## src/rtl/core/spq_pkg.sv

```systemverilog
`default_nettype none

package spq_pkg;

   localparam int DEPTH_DEF         = 16;
   localparam int PRIORITY_BITS_DEF = 16;
   localparam int VALUE_BITS_DEF    = 32;

   typedef enum logic {
      MODE_INSERT = 1'b0,
      MODE_REMOVE = 1'b1
   } mode_type;

   typedef enum logic [1:0] {
      STATUS_DONE  = 2'd0,
      STATUS_FULL  = 2'd1,
      STATUS_EMPTY = 2'd2
   } status_type;

   typedef enum logic [2:0] {
      ST_IDLE,
      ST_READ,
      ST_MOVE,
      ST_PLACE,
      ST_DONE
   } spq_state_type;

   typedef struct packed {
      logic       is_empty;
      logic       is_full;
      status_type status;
   } res_flags_type;

endpackage

`default_nettype wire

```

## src/rtl/core/spq_mem.sv

```systemverilog
`default_nettype none

module spq_mem
   import spq_pkg::*;
#(
   parameter int DEPTH     = DEPTH_DEF,
   parameter int DATA_BITS = PRIORITY_BITS_DEF + VALUE_BITS_DEF,
   localparam int AW       = (DEPTH > 1) ? $clog2(DEPTH) : 1
) (
   input  wire logic                 clock,
   input  wire logic                 wr_en,
   input  wire logic [AW-1:0]        wr_addr,
   input  wire logic [DATA_BITS-1:0] wr_data,
   input  wire logic [AW-1:0]        rd_addr,
   output logic      [DATA_BITS-1:0] rd_data_ff
);

   logic [DATA_BITS-1:0] mem [DEPTH];

   always_ff @(posedge clock) begin
      if (wr_en) begin
         mem[wr_addr] <= wr_data;
      end
   end

   always_ff @(posedge clock) begin
      rd_data_ff <= mem[rd_addr];
   end

endmodule

`default_nettype wire

```

## src/rtl/core/spq_ctrl.sv

```systemverilog
`default_nettype none

module spq_ctrl
   import spq_pkg::*;
#(
   parameter int DEPTH         = DEPTH_DEF,
   parameter int PRIORITY_BITS = PRIORITY_BITS_DEF,
   parameter int VALUE_BITS    = VALUE_BITS_DEF,
   localparam int AW           = (DEPTH > 1) ? $clog2(DEPTH) : 1,
   localparam int CW           = $clog2(DEPTH + 1),
   localparam int DW           = PRIORITY_BITS + VALUE_BITS
) (
   input  wire logic                     clock,
   input  wire logic                     reset,
   input  wire logic                     req_valid,
   output logic                          req_ready,
   input  wire mode_type                 req_mode,
   input  wire logic [PRIORITY_BITS-1:0] req_priority,
   input  wire logic [VALUE_BITS-1:0]    req_value,
   output logic                          res_valid,
   input  wire logic                     res_ready,
   output logic [VALUE_BITS-1:0]         res_removed_value,
   output logic [PRIORITY_BITS-1:0]      res_head_priority,
   output logic [VALUE_BITS-1:0]         res_head_value,
   output res_flags_type                 res_flags,
   output logic                          mem_wr_en,
   output logic [AW-1:0]                 mem_wr_addr,
   output logic [DW-1:0]                 mem_wr_data,
   output logic [AW-1:0]                 mem_rd_addr,
   input  wire logic [DW-1:0]            mem_rd_data
);

   spq_state_type              state_ff, state_in;
   logic [CW-1:0]              count_ff, count_in;
   logic [CW-1:0]              idx_ff, idx_in;
   mode_type                   op_ff, op_in;
   status_type                 status_ff, status_in;
   logic [PRIORITY_BITS-1:0]   new_pri_ff, new_pri_in;
   logic [VALUE_BITS-1:0]      new_val_ff, new_val_in;
   logic [PRIORITY_BITS-1:0]   head_pri_ff, head_pri_in;
   logic [VALUE_BITS-1:0]      head_val_ff, head_val_in;
   logic [VALUE_BITS-1:0]      removed_ff, removed_in;

   logic                       accept;
   logic [CW-1:0]              idx_dec;
   logic [PRIORITY_BITS-1:0]   rd_pri;
   logic [VALUE_BITS-1:0]      rd_val;
   logic                       stays_ahead;

   assign accept      = req_valid && req_ready;
   assign idx_dec     = idx_ff - CW'(1);
   assign rd_pri      = mem_rd_data[DW-1:VALUE_BITS];
   assign rd_val      = mem_rd_data[VALUE_BITS-1:0];
   // compare unit: stored entry keeps its place if priority is equal or higher
   assign stays_ahead = $signed(rd_pri) >= $signed(new_pri_ff);

   always_ff @(posedge clock) begin
      if (reset) begin
         state_ff <= ST_IDLE;
         count_ff <= '0;
      end else begin
         state_ff <= state_in;
         count_ff <= count_in;
      end
   end

   always_ff @(posedge clock) begin
      idx_ff      <= idx_in;
      op_ff       <= op_in;
      status_ff   <= status_in;
      new_pri_ff  <= new_pri_in;
      new_val_ff  <= new_val_in;
      head_pri_ff <= head_pri_in;
      head_val_ff <= head_val_in;
      removed_ff  <= removed_in;
   end

   always_comb begin
      state_in    = state_ff;
      count_in    = count_ff;
      idx_in      = idx_ff;
      op_in       = op_ff;
      status_in   = status_ff;
      new_pri_in  = new_pri_ff;
      new_val_in  = new_val_ff;
      head_pri_in = head_pri_ff;
      head_val_in = head_val_ff;
      removed_in  = removed_ff;
      mem_wr_en   = 1'b0;
      mem_wr_addr = idx_ff[AW-1:0];
      mem_wr_data = {new_pri_ff, new_val_ff};
      mem_rd_addr = idx_ff[AW-1:0];
      req_ready   = 1'b0;
      res_valid   = 1'b0;

      unique case (state_ff)
         ST_IDLE: begin
            req_ready = 1'b1;
            if (accept) begin
               op_in      = req_mode;
               new_pri_in = req_priority;
               new_val_in = req_value;
               status_in  = STATUS_DONE;
               removed_in = '0;
               if (req_mode == MODE_INSERT) begin
                  if (count_ff == CW'(DEPTH)) begin
                     status_in = STATUS_FULL;
                     state_in  = ST_DONE;
                  end else if (count_ff == '0) begin
                     mem_wr_en   = 1'b1;
                     mem_wr_addr = '0;
                     mem_wr_data = {req_priority, req_value};
                     head_pri_in = req_priority;
                     head_val_in = req_value;
                     count_in    = CW'(1);
                     state_in    = ST_DONE;
                  end else begin
                     idx_in   = count_ff;
                     state_in = ST_READ;
                  end
               end else begin
                  if (count_ff == '0) begin
                     status_in = STATUS_EMPTY;
                     state_in  = ST_DONE;
                  end else begin
                     removed_in = head_val_ff;
                     count_in   = count_ff - CW'(1);
                     idx_in     = CW'(1);
                     state_in   = (count_ff == CW'(1)) ? ST_DONE : ST_READ;
                  end
               end
            end
         end
         ST_READ: begin
            mem_rd_addr = (op_ff == MODE_INSERT) ? idx_dec[AW-1:0] : idx_ff[AW-1:0];
            state_in    = ST_MOVE;
         end
         ST_MOVE: begin
            mem_wr_en = 1'b1;
            if (op_ff == MODE_INSERT) begin
               if (stays_ahead) begin
                  mem_wr_addr = idx_ff[AW-1:0];
                  count_in    = count_ff + CW'(1);
                  state_in    = ST_DONE;
               end else begin
                  mem_wr_addr = idx_ff[AW-1:0];
                  mem_wr_data = mem_rd_data;
                  idx_in      = idx_dec;
                  state_in    = (idx_dec == '0) ? ST_PLACE : ST_READ;
               end
            end else begin
               mem_wr_addr = idx_dec[AW-1:0];
               mem_wr_data = mem_rd_data;
               if (idx_ff == CW'(1)) begin
                  head_pri_in = rd_pri;
                  head_val_in = rd_val;
               end
               if (idx_ff == count_ff) begin
                  state_in = ST_DONE;
               end else begin
                  idx_in   = idx_ff + CW'(1);
                  state_in = ST_READ;
               end
            end
         end
         ST_PLACE: begin
            mem_wr_en   = 1'b1;
            mem_wr_addr = '0;
            head_pri_in = new_pri_ff;
            head_val_in = new_val_ff;
            count_in    = count_ff + CW'(1);
            state_in    = ST_DONE;
         end
         ST_DONE: begin
            res_valid = 1'b1;
            if (res_ready) begin
               state_in = ST_IDLE;
            end
         end
         default: begin
            state_in = ST_IDLE;
         end
      endcase
   end

   assign res_removed_value  = removed_ff;
   assign res_head_priority  = (count_ff == '0) ? '0 : head_pri_ff;
   assign res_head_value     = (count_ff == '0) ? '0 : head_val_ff;
   assign res_flags.is_empty = (count_ff == '0);
   assign res_flags.is_full  = (count_ff == CW'(DEPTH));
   assign res_flags.status   = status_ff;

   a_count_bound: assert property (@(posedge clock) disable iff (reset)
      count_ff <= CW'(DEPTH))
      else $error("entry count above depth");

   a_remove_count: assert property (@(posedge clock) disable iff (reset)
      (accept && req_mode == MODE_REMOVE && count_ff != '0)
         |=> count_ff == $past(count_ff) - CW'(1))
      else $error("remove did not drop count");

   a_write_range: assert property (@(posedge clock) disable iff (reset)
      mem_wr_en |-> CW'(mem_wr_addr) <= count_ff)
      else $error("write beyond occupied range");

   a_full_flag: assert property (@(posedge clock) disable iff (reset)
      (res_valid && res_flags.status == STATUS_FULL) |-> res_flags.is_full)
      else $error("rejected insert without full flag");

endmodule

`default_nettype wire

```

## src/rtl/core/sorted_priority_queue.sv

```systemverilog
// Insert: each entry of lower priority is read and moved back one place, then the
//   new entry is written in the gap; an empty or full queue skips the moves.
// Remove: the remaining entries are each read and moved forward one place.
// Throughput: one item at a time, next transfer accepted as the result can leave;
//   each moved entry is read from and written back to the entry memory.
// Reset: entry count cleared, queue empty; entry memory is not cleared.
`default_nettype none

module sorted_priority_queue
   import spq_pkg::*;
#(
   parameter int DEPTH         = DEPTH_DEF,
   parameter int PRIORITY_BITS = PRIORITY_BITS_DEF,
   parameter int VALUE_BITS    = VALUE_BITS_DEF,
   localparam int REQ_BITS     = ((PRIORITY_BITS + VALUE_BITS + 7) / 8) * 8,
   localparam int RSP_RAW      = 2 * VALUE_BITS + PRIORITY_BITS + 4,
   localparam int RSP_BITS     = ((RSP_RAW + 7) / 8) * 8
) (
   input  wire logic                clock,
   input  wire logic                reset,
   input  wire logic                req_tvalid,
   output logic                     req_tready,
   // priority_req, value
   input  wire logic [REQ_BITS-1:0] req_tdata,
   // mode
   input  wire logic [0:0]          req_tuser,
   output logic                     rsp_tvalid,
   input  wire logic                rsp_tready,
   // removed_value, head_priority, head_value, is_empty, is_full, status
   output logic [RSP_BITS-1:0]      rsp_tdata
);

   localparam int AW     = (DEPTH > 1) ? $clog2(DEPTH) : 1;
   localparam int DW     = PRIORITY_BITS + VALUE_BITS;
   localparam int OFS_HP = VALUE_BITS;
   localparam int OFS_HV = VALUE_BITS + PRIORITY_BITS;
   localparam int OFS_FL = 2 * VALUE_BITS + PRIORITY_BITS;

   logic                     res_valid, res_ready;
   logic [VALUE_BITS-1:0]    res_removed_value, res_head_value;
   logic [PRIORITY_BITS-1:0] res_head_priority;
   res_flags_type            res_flags;
   logic                     mem_wr_en;
   logic [AW-1:0]            mem_wr_addr, mem_rd_addr;
   logic [DW-1:0]            mem_wr_data, mem_rd_data;

   logic                     rsp_valid_ff, rsp_valid_in;
   logic [RSP_BITS-1:0]      rsp_data_ff, rsp_data_in;

   spq_ctrl #(
      .DEPTH         (DEPTH),
      .PRIORITY_BITS (PRIORITY_BITS),
      .VALUE_BITS    (VALUE_BITS)
   ) u_ctrl (
      .clock             (clock),
      .reset             (reset),
      .req_valid         (req_tvalid),
      .req_ready         (req_tready),
      .req_mode          (mode_type'(req_tuser[0])),
      .req_priority      (req_tdata[PRIORITY_BITS-1:0]),
      .req_value         (req_tdata[DW-1:PRIORITY_BITS]),
      .res_valid         (res_valid),
      .res_ready         (res_ready),
      .res_removed_value (res_removed_value),
      .res_head_priority (res_head_priority),
      .res_head_value    (res_head_value),
      .res_flags         (res_flags),
      .mem_wr_en         (mem_wr_en),
      .mem_wr_addr       (mem_wr_addr),
      .mem_wr_data       (mem_wr_data),
      .mem_rd_addr       (mem_rd_addr),
      .mem_rd_data       (mem_rd_data)
   );

   spq_mem #(
      .DEPTH     (DEPTH),
      .DATA_BITS (DW)
   ) u_mem (
      .clock      (clock),
      .wr_en      (mem_wr_en),
      .wr_addr    (mem_wr_addr),
      .wr_data    (mem_wr_data),
      .rd_addr    (mem_rd_addr),
      .rd_data_ff (mem_rd_data)
   );

   // output register parts the result from the sequencer
   assign res_ready = !rsp_valid_ff || rsp_tready;

   always_comb begin
      rsp_valid_in = rsp_valid_ff;
      rsp_data_in  = rsp_data_ff;
      if (rsp_valid_ff && rsp_tready) begin
         rsp_valid_in = 1'b0;
      end
      if (res_valid && res_ready) begin
         rsp_valid_in = 1'b1;
         rsp_data_in  = '0;
         rsp_data_in[VALUE_BITS-1:0]                = res_removed_value;
         rsp_data_in[OFS_HP +: PRIORITY_BITS]       = res_head_priority;
         rsp_data_in[OFS_HV +: VALUE_BITS]          = res_head_value;
         rsp_data_in[OFS_FL]                        = res_flags.is_empty;
         rsp_data_in[OFS_FL + 1]                    = res_flags.is_full;
         rsp_data_in[OFS_FL + 2 +: 2]               = res_flags.status;
      end
   end

   always_ff @(posedge clock) begin
      if (reset) begin
         rsp_valid_ff <= 1'b0;
      end else begin
         rsp_valid_ff <= rsp_valid_in;
      end
   end

   always_ff @(posedge clock) begin
      rsp_data_ff <= rsp_data_in;
   end

   assign rsp_tvalid = rsp_valid_ff;
   assign rsp_tdata  = rsp_data_ff;

endmodule

`default_nettype wire

```

## config.mk

```make
export PLATFORM = sky130hd
export DESIGN_NAME = sorted_priority_queue
export DESIGN_NICKNAME = d
export VERILOG_FILES = /design/src/rtl/core/spq_pkg.sv /design/src/rtl/core/spq_mem.sv /design/src/rtl/core/spq_ctrl.sv /design/src/rtl/core/sorted_priority_queue.sv
export SDC_FILE = /design/constraint.sdc
export NUM_CORES = 1
export LEC_CHECK = 0
export ABC_AREA = 1
export BUFFER_PORTS_ARGS = -buffer_cell sky130_fd_sc_hd__buf_2
export CORE_ASPECT_RATIO = 1.2
export CORE_MARGIN = 3
export CORE_UTILIZATION = 45
export CTS_CLUSTER_DIAMETER = 100
export CTS_CLUSTER_SIZE = 20
export DETAILED_ROUTE_END_ITERATION = 8
export MAX_ROUTING_LAYER = met4
export SLEW_MARGIN = 20
export SYNTH_ARGS = -nofsm -noshare
export SYNTH_HDL_FRONTEND = slang
export SYNTH_SLANG_ARGS = --single-unit
```

## constraint.sdc

```tcl
create_clock -name clock -period 31.7 [get_ports clock]
set_input_delay 7.925 -clock clock [delete_from_list [all_inputs] [get_ports clock]]
set_output_delay 7.925 -clock clock [all_outputs]
set_load 0.01 [all_outputs]
```

### Yosys cells after proc, flatten, opt, wreduce, memory -nomap -nowiden

Memories as Yosys holds them, arrays and structs flattened. A register that Yosys moved wholly into a read port is not among the register bits.
Index checks and enable logic that the tools add are counted.

* shifts and indexed selects: 0
* multipliers: 0
* muxes and demuxes: 73
* equality and inequality tests: 23
* divide/modulo/power cells: 0
* $add $sub $neg: 4
* $lt $le $gt $ge: 1
* reductions and logical operators: 17
* bitwise operators: 0

Operators with widths (number)
* $mux 48: 6
* $mux 32: 7
* $mux 16: 6
* $pmux 32 s3: 1
* $pmux 48 s2: 1
* $mux 5: 15
* $pmux 16 s3: 1
* $mux 3: 10
* $mux 4: 7
* $ge 16x16->1: 1
* $pmux 3 s5: 1
* $pmux 5 s3: 1
* $reduce_and 7->1: 2
* $ne 2x2->1 const B: 6
* $ne 3x3->1 const B: 4
* $pmux 4 s3: 1
* $mux 1: 11
* $add 5x1->5 const B: 2
* $eq 5x1->1 const B: 2
* $logic_not 5->1: 2
* $pmux 5 s2: 1
* $sub 5x1->5 const B: 2
* $ne 2x1->1 const B: 4
* $eq 3x2->1 const B: 2
* 16 further kinds: 22

* memories: 1
* register bits after elaboration: 229
* output and inout port bits: 90
* bits in writable memories: 768
* latch bits: 0
* bits in read-only memories: 0

Memories
* u_mem.mem: depth 16, width 48, read ports 1, clocked after memory_dff 1, wr ports 1, RTL line spq_mem.sv:18 `logic [DATA_BITS-1:0] mem [DEPTH];`

### Logic depth before layout (Yosys ltp)

Gate-level depths: netlist of run 1.

* depth after elaboration: 8
* mapped depth: 19
* mapped depth without buffers: 19

### Modules after synthesis

A second synthesis of run 1 with hierarchy kept.

* cells, all modules: 4335
* area, all modules: 45379.8 sq um

Modules (own cells, without submodules)
* spq_mem: area an instance 34008.9 sq um, seq. area each 24023.0 sq um, cells an instance 3167, instances 1
* spq_ctrl: area an instance 8767.2 sq um, seq. area each 4244.1 sq um, cells an instance 1073, instances 1
* sorted_priority_queue: area an instance 2603.7 sq um, seq. area each 2542.4 sq um, cells an instance 95, instances 1

### Least setup slack after synthesis of run 1

No wires, ideal clock.

* path kind: input to register
* start point: in rsp_tready
* end point: reg rsp_data_ff[0], in the netlist rsp_tdata[0], enable pin
* data arrival time: 15.965 ns
* buffers on the path: 0
* cell stages on the path: 2
* setup time: 0.737 ns
* required time: 30.963 ns
* setup slack: 14.999 ns
* cell sequence: nor2_1 nor4_1

* cells in the longest elaborated chain, start to end: 2

RTL lines
* from (decl): RTL line sorted_priority_queue.sv:28 `input wire logic rsp_tready,`
* $logic_or 1x1->1: RTL line sorted_priority_queue.sv:88 `assign res_ready = !rsp_valid_ff || rsp_tready;`
* $logic_and 1x1->1: RTL line sorted_priority_queue.sv:96 `if (res_valid && res_ready) begin`
* to (signal assigned): RTL line sorted_priority_queue.sv:117 `rsp_data_ff <= rsp_data_in;`
* to (decl): RTL line sorted_priority_queue.sv:48 `logic [RSP_BITS-1:0] rsp_data_ff, rsp_data_in;`

No other way between the ends.
A chain may end at the register's enable or synchronous reset.

### Worst setup path after layout of run 1

* start point: in req_tvalid
* end point: mem u_mem.mem[12][20] (netlist bit), enable pin

* cells in the longest elaborated chain, start to end: 5
* elaborated cells on any way between the ends: 7
* classes of those cells: mux (6); reduce/logical (1)

RTL lines
* from (decl): RTL line sorted_priority_queue.sv:21 `input wire logic req_tvalid,`
* $logic_and 1x1->1 *: RTL line spq_ctrl.sv:50 `assign accept = req_valid && req_ready;`
* $mux 1: RTL line spq_ctrl.sv:99 `if (accept) begin`
* $pmux 1 s2: RTL line spq_ctrl.sv:96 `unique case (state_ff)`
* $mux 1: RTL line spq_mem.sv:21 `if (wr_en) begin`
* $mux 1 (not written as such): RTL line spq_mem.sv:22 `mem[wr_addr] <= wr_data;`
* to (decl): RTL line spq_mem.sv:18

Mark *: on every way between the ends. The rest lies on a longest branch, timed or not.

==> results.sh, run 1 <==
export IMPL_ys_seq_area_share_pct=74.5
export IMPL_fin_crit_sh_pct=35.4
export IMPL_async_reset_ff_share_pct=0
export IMPL_holdBufCountCts=0
export IMPL_ys_flop_type="edfxtp_1"
export IMPL_crit_path_end_kind="flop"
export IMPL_synth_cell_type_count=37
export IMPL_num_rows=121
export IMPL_drt_iter0_markers=3208
export IMPL_die_h_um=338
export IMPL_drc=0
export IMPL_max_cap_violations=0
export IMPL_slowest_delay_ns=0.91
export IMPL_syn_area_per_cell_um2=13.1
export IMPL_crit_chain="buf_2 -> inv_1 -> nor2_4 -> nand3_1 -> nand2_1 -> inv_2 -> a21oi_1 -> nand2_1 -> nor2_4 -> buf_4"
export IMPL_multiInputGateArea_um2=9390
export IMPL_dr_pass1_iters=6
export IMPL_grt_usage_pct=24.3
export IMPL_post_route_cells_drive_above_1_share_pct=9.34
export IMPL_internal_power_uw=2870
export IMPL_via_per_inst=6.09
export IMPL_die_w_um=283
export IMPL_clk_latency_ns=0.68
export IMPL_skew_ns=0.0361
export IMPL_synthesis_area_um2=41300
export IMPL_slew_viol_final=0
export IMPL_hold_violations=0
export IMPL_cts_root_buf="clkbuf_16"
export IMPL_combPwrFrac_pct=40.5
export IMPL_clock_path_buffers=3
export IMPL_synth_edf_count=988
export IMPL_yosysTopAreaCell="edfxtp_1"
export IMPL_cts_tree="built"
export IMPL_h_tree_depth=2
export IMPL_antenna_found_initial=19
export IMPL_post_cts_buffers=0
export IMPL_power_density_nw_per_um2=109
export IMPL_vdd_ir_drop_max_v=0.000139
export IMPL_regArea_um2=30800
export IMPL_power_switching_uw=2020
export IMPL_path_clk_slew_ns=0.08
export IMPL_cts_sinks=1045
export IMPL_setup_worst_path_class="in2reg"
export IMPL_ctsResizeCount=0
export IMPL_ant_nets=0
export IMPL_grt_pass1_vias=26100
export IMPL_ys_ff_latch=1045
export IMPL_power_frac_clock_pct=15.9
export IMPL_relSlewSlack_pct=22.2
export IMPL_cts_inserted_buffers=58
export IMPL_synthToLayoutAreaGrowth_pct=8.80
export IMPL_yosysWarnings=0
export IMPL_wl_per_cell_um=25.8
export IMPL_pin_count=143
export IMPL_syn_inst=3163
export IMPL_core_area_um2=90800
export IMPL_max_freq_ghz=0.0891
export IMPL_final_area_um2=45000
export IMPL_fin_tns_setup_ns=0
export IMPL_hpwl_mm=58.7
export IMPL_gp_congestion=0.860
export IMPL_cp_data_required_time_ns=31.99
export IMPL_final_common_cell="edfxtp_1"
export IMPL_fillCellCount=7683
export IMPL_crit_path_start_kind="primary input"
export IMPL_worstPathMaxFanout=27
export IMPL_dpl_cell_area_um2=43200
export IMPL_synth_top_area_share_pct=71.8
export IMPL_worst_ep_arrival_time_ns=11.51
export IMPL_seq_power_share_pct=43.6
export IMPL_cp_slowest_cell="nor2_4"
export IMPL_final_nets=3280
export IMPL_die_area_um2=95500
export IMPL_wirelength_mm=114
export IMPL_p_leak_uw=0.0151
export IMPL_grt_ovfl_total=0
export IMPL_min_delay_path_class="reg2reg"
export IMPL_power_share_switching_pct=41.3
export IMPL_grt_max_degree=232
export IMPL_grt_pass1_wl_mm=166
export IMPL_tightest_slew_ns=1.17
export IMPL_finalCriticalPeriod_ns=11.22
export IMPL_yosys_top_cells_area="edfxtp_1, nor2_1, o21ai_0"
export IMPL_status="finished, final reports clean"
export IMPL_rsz0062_at_grt="no"
export IMPL_start_util_pct=45.5
export IMPL_final_cell_mix="edfxtp_1, nor2_1, o21ai_0, nand2_1, o221ai_1"
export IMPL_portBuffers=138
export IMPL_setup_violations_final=0
export IMPL_via_count=27000
==> cell usage after synthesis (6+ instances only) <==
cell        n
o221ai_1  189
nor3_1      7
buf_2      72
o21ai_0   337
inv_2       7
o22ai_1     9
a22oi_1    65
edfxtp_1  988
nand3_1   146
ha_1       25
nand2_1   292
o211ai_1    7
inv_1     106
clkbuf_1  129
buf_1      15
o21ai_1   152
dfxtp_1    57
a21oi_1    66
xor2_1      6
nor2_1    459
==> through the flow <==
stage	hold slack [ns]	cells	power, uW	setup WS, ns	util, %
after floorplan	0.400	3166	3430	15.00	-
after global placement	0.400	4308	4040	19.90	47.6
after detailed placement	0.405	4308	4120	19.80	47.6
after CTS	0.419	4411	4880	20.50	49.4
after global routing	0.430	4429	5170	20.34	49.5
final	0.415	4429	4890	20.48	49.5
==> kinds of logic after synthesis <==
family,count (synthesis),synth area share [%]
flops,1045,74.5
simple gates,911,8.81
compound gates,837,12.4
buf+inv,334,3.29
fa+ha+maj,25,0.757
xor+xnor,10,0.212
other cells,1,0.00907
==> routing by layer <==
layer / vias up / global-route usage (%) / routed length (um)
li1: 11800 / - / -
met1: 13400 / 31.2 / 44900
met2: 1435 / 38.6 / 53800
met3: 248 / 5.12 / 11800
met4: 0 / 8.21 / 3770
met5: - / - / 0
==> state kept, by name, summed over array words and instances, names as in the netlist <==
register	count
u_ctrl.head_pri_ff	16
u_ctrl.new_val_ff	32
u_mem.mem	768
u_ctrl.op_ff	1
u_ctrl.idx_ff	5
u_ctrl.new_pri_ff	16
u_ctrl.head_val_ff	32
rsp_tdata	84
u_ctrl.state_ff	3
u_ctrl.status_ff	2
u_ctrl.res_removed_value	32
u_mem.rd_data_ff	48
rsp_tvalid	1
u_ctrl.count_ff	5
==> worst paths after layout <==
path	start	to	slack (ns)	cells past startpoint
setup / recovery	req_tvalid	u_mem.mem[12][20]	20.48	10
hold / removal	u_ctrl.res_removed_value[13]	rsp_tdata[13]	0.41	0
setup reg to reg	u_ctrl.op_ff	u_mem.rd_data_ff[43]	25.88	13
hold reg to reg	u_ctrl.res_removed_value[13]	rsp_tdata[13]	0.41	0
==> critical path, delay by kind of cell <==
family / cells / cell delay [ns]
AO/OA/AOI/OAI: 1 / 0.26
buffers and inverters: 4 / 0.89
AND/OR/NAND/NOR: 5 / 2.41
==> layout make-up <==
class	instances	area share, %
flip-flops and latches	1045	68.5
multi-input cells	1787	20.9
clock buffers	100	3.62
well taps	1168	3.25
repair buffers	196	2.58
inverters	114	0.988
clock inverters	3	0.100
diodes	16	0.0890
==> power by group through the flow <==
| stage | Clock, uW | Combinational, uW | Sequential (uW) |
|---|---|---|---|
| 2_1_floorplan | 0 | 1270 | 2160 |
| 3_3_place_gp | 0 | 1890 | 2160 |
| 3_5_place_dp | 0 | 1960 | 2160 |
| 4_1_cts | 795 | 1960 | 2130 |
| 5_1_grt | 842 | 2180 | 2150 |
| 6_report | 777 | 1980 | 2130 |
Note: power is estimated with default switching activity, not from simulation.
==> run 2: changes to the inputs <==
Settings changed: ABC_AREA 1 to 0.
Clock period 31.7 ns to 10.25 ns, I/O delays scaled along.
==> results.sh, run 2 <==
export IMPL_met1_length_mm=39.8
export IMPL_cts_inserted_buffers=58
export IMPL_via_count=20300
export IMPL_topRoutingLayerUsed="met4"
export IMPL_skew_ns=0.0310
export IMPL_cts_root_buf="clkbuf_16"
export IMPL_ys_ff_latch=1045
export IMPL_dp_cells=3310
export IMPL_final_common_cell="edfxtp_1"
export IMPL_grt_ovfl_total=0
export IMPL_h_tree_depth=2
export IMPL_via_per_inst=5.95
export IMPL_cp_top_family="buffers and inverters"
export IMPL_vdd_ir_drop_max_v=0.000261
export IMPL_wl_per_cell_um=27.9
export IMPL_die_w_um=280
export IMPL_hpwl_mm=48.9
export IMPL_crit_chain="buf_2 -> nor2_1 -> a31oi_1 -> nor2_1 -> o32a_1 -> nor2_4 -> buf_4"
export IMPL_wirelength_mm=95.5
export IMPL_synth_cell_type_count=60
export IMPL_setup_violations_final=0
export IMPL_final_nets=2289
export IMPL_ys_seq_area_share_pct=75.9
export IMPL_core_area_um2=89300
export IMPL_fin_tns_setup_ns=0
export IMPL_async_reset_ff_share_pct=0
export IMPL_yosys_top_cells_area="edfxtp_1, mux4_2, dfxtp_1"
export IMPL_rrSetupSlack_ns=5.45
export IMPL_tightest_slew_ns=1.21
export IMPL_cts_sinks=1045
export IMPL_final_util_pct=49.6
export IMPL_yosysMostFrequentCell="edfxtp_1"
export IMPL_cts_tree="built"
export IMPL_clock_path_buffers=3
export IMPL_worst_ep_arrival_time_ns=5.67
export IMPL_grt_usage_pct=20.9
export IMPL_cpMostUsedCell="nor2_1"
export IMPL_fin_cells=3420
export IMPL_total_power_uw=12700
export IMPL_hold_path_depth=0
export IMPL_yosysTopAreaCell="edfxtp_1"
export IMPL_yosysWarnings=0
export IMPL_drt_iter0_markers=2039
export IMPL_crit_path_end_kind="flop"
export IMPL_netlist_top_cells_count="edfxtp_1, mux4_2, nand2_1"
export IMPL_rsz0062_at_grt="no"
export IMPL_min_delay_path_class="reg2reg"
export IMPL_grt_pass1_vias=20100
export IMPL_synth_edf_count=988
export IMPL_fin_ws_ns=4.85
export IMPL_gp_congestion=0.769
export IMPL_cp_data_required_time_ns=10.52
export IMPL_post_cts_buffers=0
export IMPL_place_ws_ns=4.17
export IMPL_path_clk_slew_ns=0.08
export IMPL_status="finished, final reports clean"
export IMPL_largest_register_ffs=768
export IMPL_r2r_end="u_mem.rd_data_ff[33]"
export IMPL_syn_area_per_cell_um2=19.3
export IMPL_syn_inst=2106
export IMPL_wl_met2_mm=46.5
export IMPL_cp_slowest_cell="buf_4"
export IMPL_holdCritStartpoint="u_ctrl.res_removed_value[8]"
export IMPL_largest_register="u_mem.mem"
export IMPL_grt_pass1_wl_mm=139
export IMPL_crit_path_start_kind="primary input"
export IMPL_power_density_nw_per_um2=287
export IMPL_synth_top_area_share_pct=73.1
export IMPL_antenna_found_initial=8
export IMPL_setup_worst_path_class="in2reg"
export IMPL_grt_max_degree=155
export IMPL_ant_nets=0
export IMPL_drc=0
export IMPL_finalCriticalPeriod_ns=5.40
export IMPL_max_freq_ghz=0.185
export IMPL_start_util_pct=45.4
export IMPL_p_leak_uw=0.0143
export IMPL_fin_crit_sh_pct=52.7
export IMPL_slowest_delay_ns=0.77
export IMPL_num_rows=120
export IMPL_final_cell_mix="edfxtp_1, mux4_2, buf_2, nand2_1"
export IMPL_clk_latency_ns=0.65
export IMPL_reg2reg_depth=9
export IMPL_rr_startpoint="u_ctrl.state_ff[0]"
export IMPL_wl_met3_mm=7.40
export IMPL_dr_pass1_iters=5
export IMPL_relSlewSlack_pct=18.3
export IMPL_holdPathEnd="rsp_tdata[8]"
export IMPL_synthToLayoutAreaGrowth_pct=9.23
export IMPL_slew_viol_final=0
export IMPL_ys_flop_type="edfxtp_1"
export IMPL_critPathBufInv=2
export IMPL_die_h_um=335
export IMPL_holdBufCountCts=0
export IMPL_synthesis_area_um2=40600
export IMPL_portBuffers=138
export IMPL_ctsResizeCount=0
export IMPL_post_route_cells_drive_above_1_share_pct=20.7
export IMPL_worstPathMaxFanout=52
export IMPL_hold_violations=0
export IMPL_max_cap_violations=0
export IMPL_pin_count=143
export IMPL_die_area_um2=93900
## run 2: cell types whose count changed in the layout (fill, tap and decap cells not counted), moves of 80 or more
cell      change
and2_1       +97
o221ai_1    -189
o21ai_1     -170
nand2_1     -161
mux4_2      +192
inv_1        -80
o21ai_0     -254
nor2_1      -424
nand3_1     -137
## run 2: logic make-up (layout without fill, tap and decap cells)
logic type / after synthesis / count (layout) / synth area share (%)
XOR/XNOR: 19 / 19 / 0.410
flip-flops: 1045 / 1045 / 75.9
AO/OA/AOI/OAI: 261 / 261 / 4.68
multiplexers: 246 / 246 / 12.0
other: 1 / 9 / 0.00924
AND/OR/NAND/NOR: 355 / 355 / 4.53
adder cells (fa/ha/maj): 25 / 25 / 0.770
buffers and inverters: 154 / 301 / 1.73
## run 2: worst max path at each step
stage              start  cells after the start  slack [ns]                    end
2_1_floorplan  req_tuser                      3        3.36  u_ctrl.head_pri_ff[0]
3_3_place_gp   req_tuser                      7        4.16       u_mem.mem[6][21]
3_5_place_dp   req_tuser                      7        4.17       u_mem.mem[6][21]
4_1_cts        req_tuser                      7        4.87       u_mem.mem[6][38]
5_1_grt        req_tuser                      7        4.61        u_mem.mem[6][7]
6_report       req_tuser                      7        4.85       u_mem.mem[6][11]
## run 2: power by group
group | switching, uW | total [uW] | internal, uW
Combinational | 2510 | 4080 | 1570
Sequential | 270 | 6260 | 5990
Clock | 1290 | 2390 | 1100
Total | 4080 | 12700 | 8660
## run 2: metal layers
| metal | track usage (%) | vias to the layer above |
|---|---|---|
| met3 | 3.48 | 110 |
| met4 | 4.43 | 0 |
| met1 | 28.8 | 10800 |
| met5 | - | - |
| met2 | 33.4 | 764 |
| li1 | - | 8702 |
## run 2: per-stage QoR
| step | hold WS [ns] | area [um^2] |
|---|---|---|
| 2_1_floorplan | 0.400 | 40600 |
| 3_3_place_gp | 0.401 | 42700 |
| 3_5_place_dp | 0.405 | 42700 |
| 4_1_cts | 0.426 | 44300 |
| 5_1_grt | 0.428 | 44300 |
| 6_report | 0.422 | 44300 |
## run 2: worst reg2reg max path: stages (launching register included)
cell and delay (ns):
dfxtp_4 0.70, buf_4 0.80, nor3b_1 0.52, nand2_1 0.17, o21ai_4 0.08, buf_4 0.62, buf_12 0.76, mux4_2 0.73
a22oi_1 0.24, nand2_1 0.09
## run 2: cell type report
class,count,area (um^2)
fill,7149,45000
sequential,1045,30800
multi-input combinational,910,9330
clock buffer,101,1610
tap,1159,1450
timing repair buffer,172,975
inverter,24,90.1
clock inverter,4,60.1
antenna,5,12.5
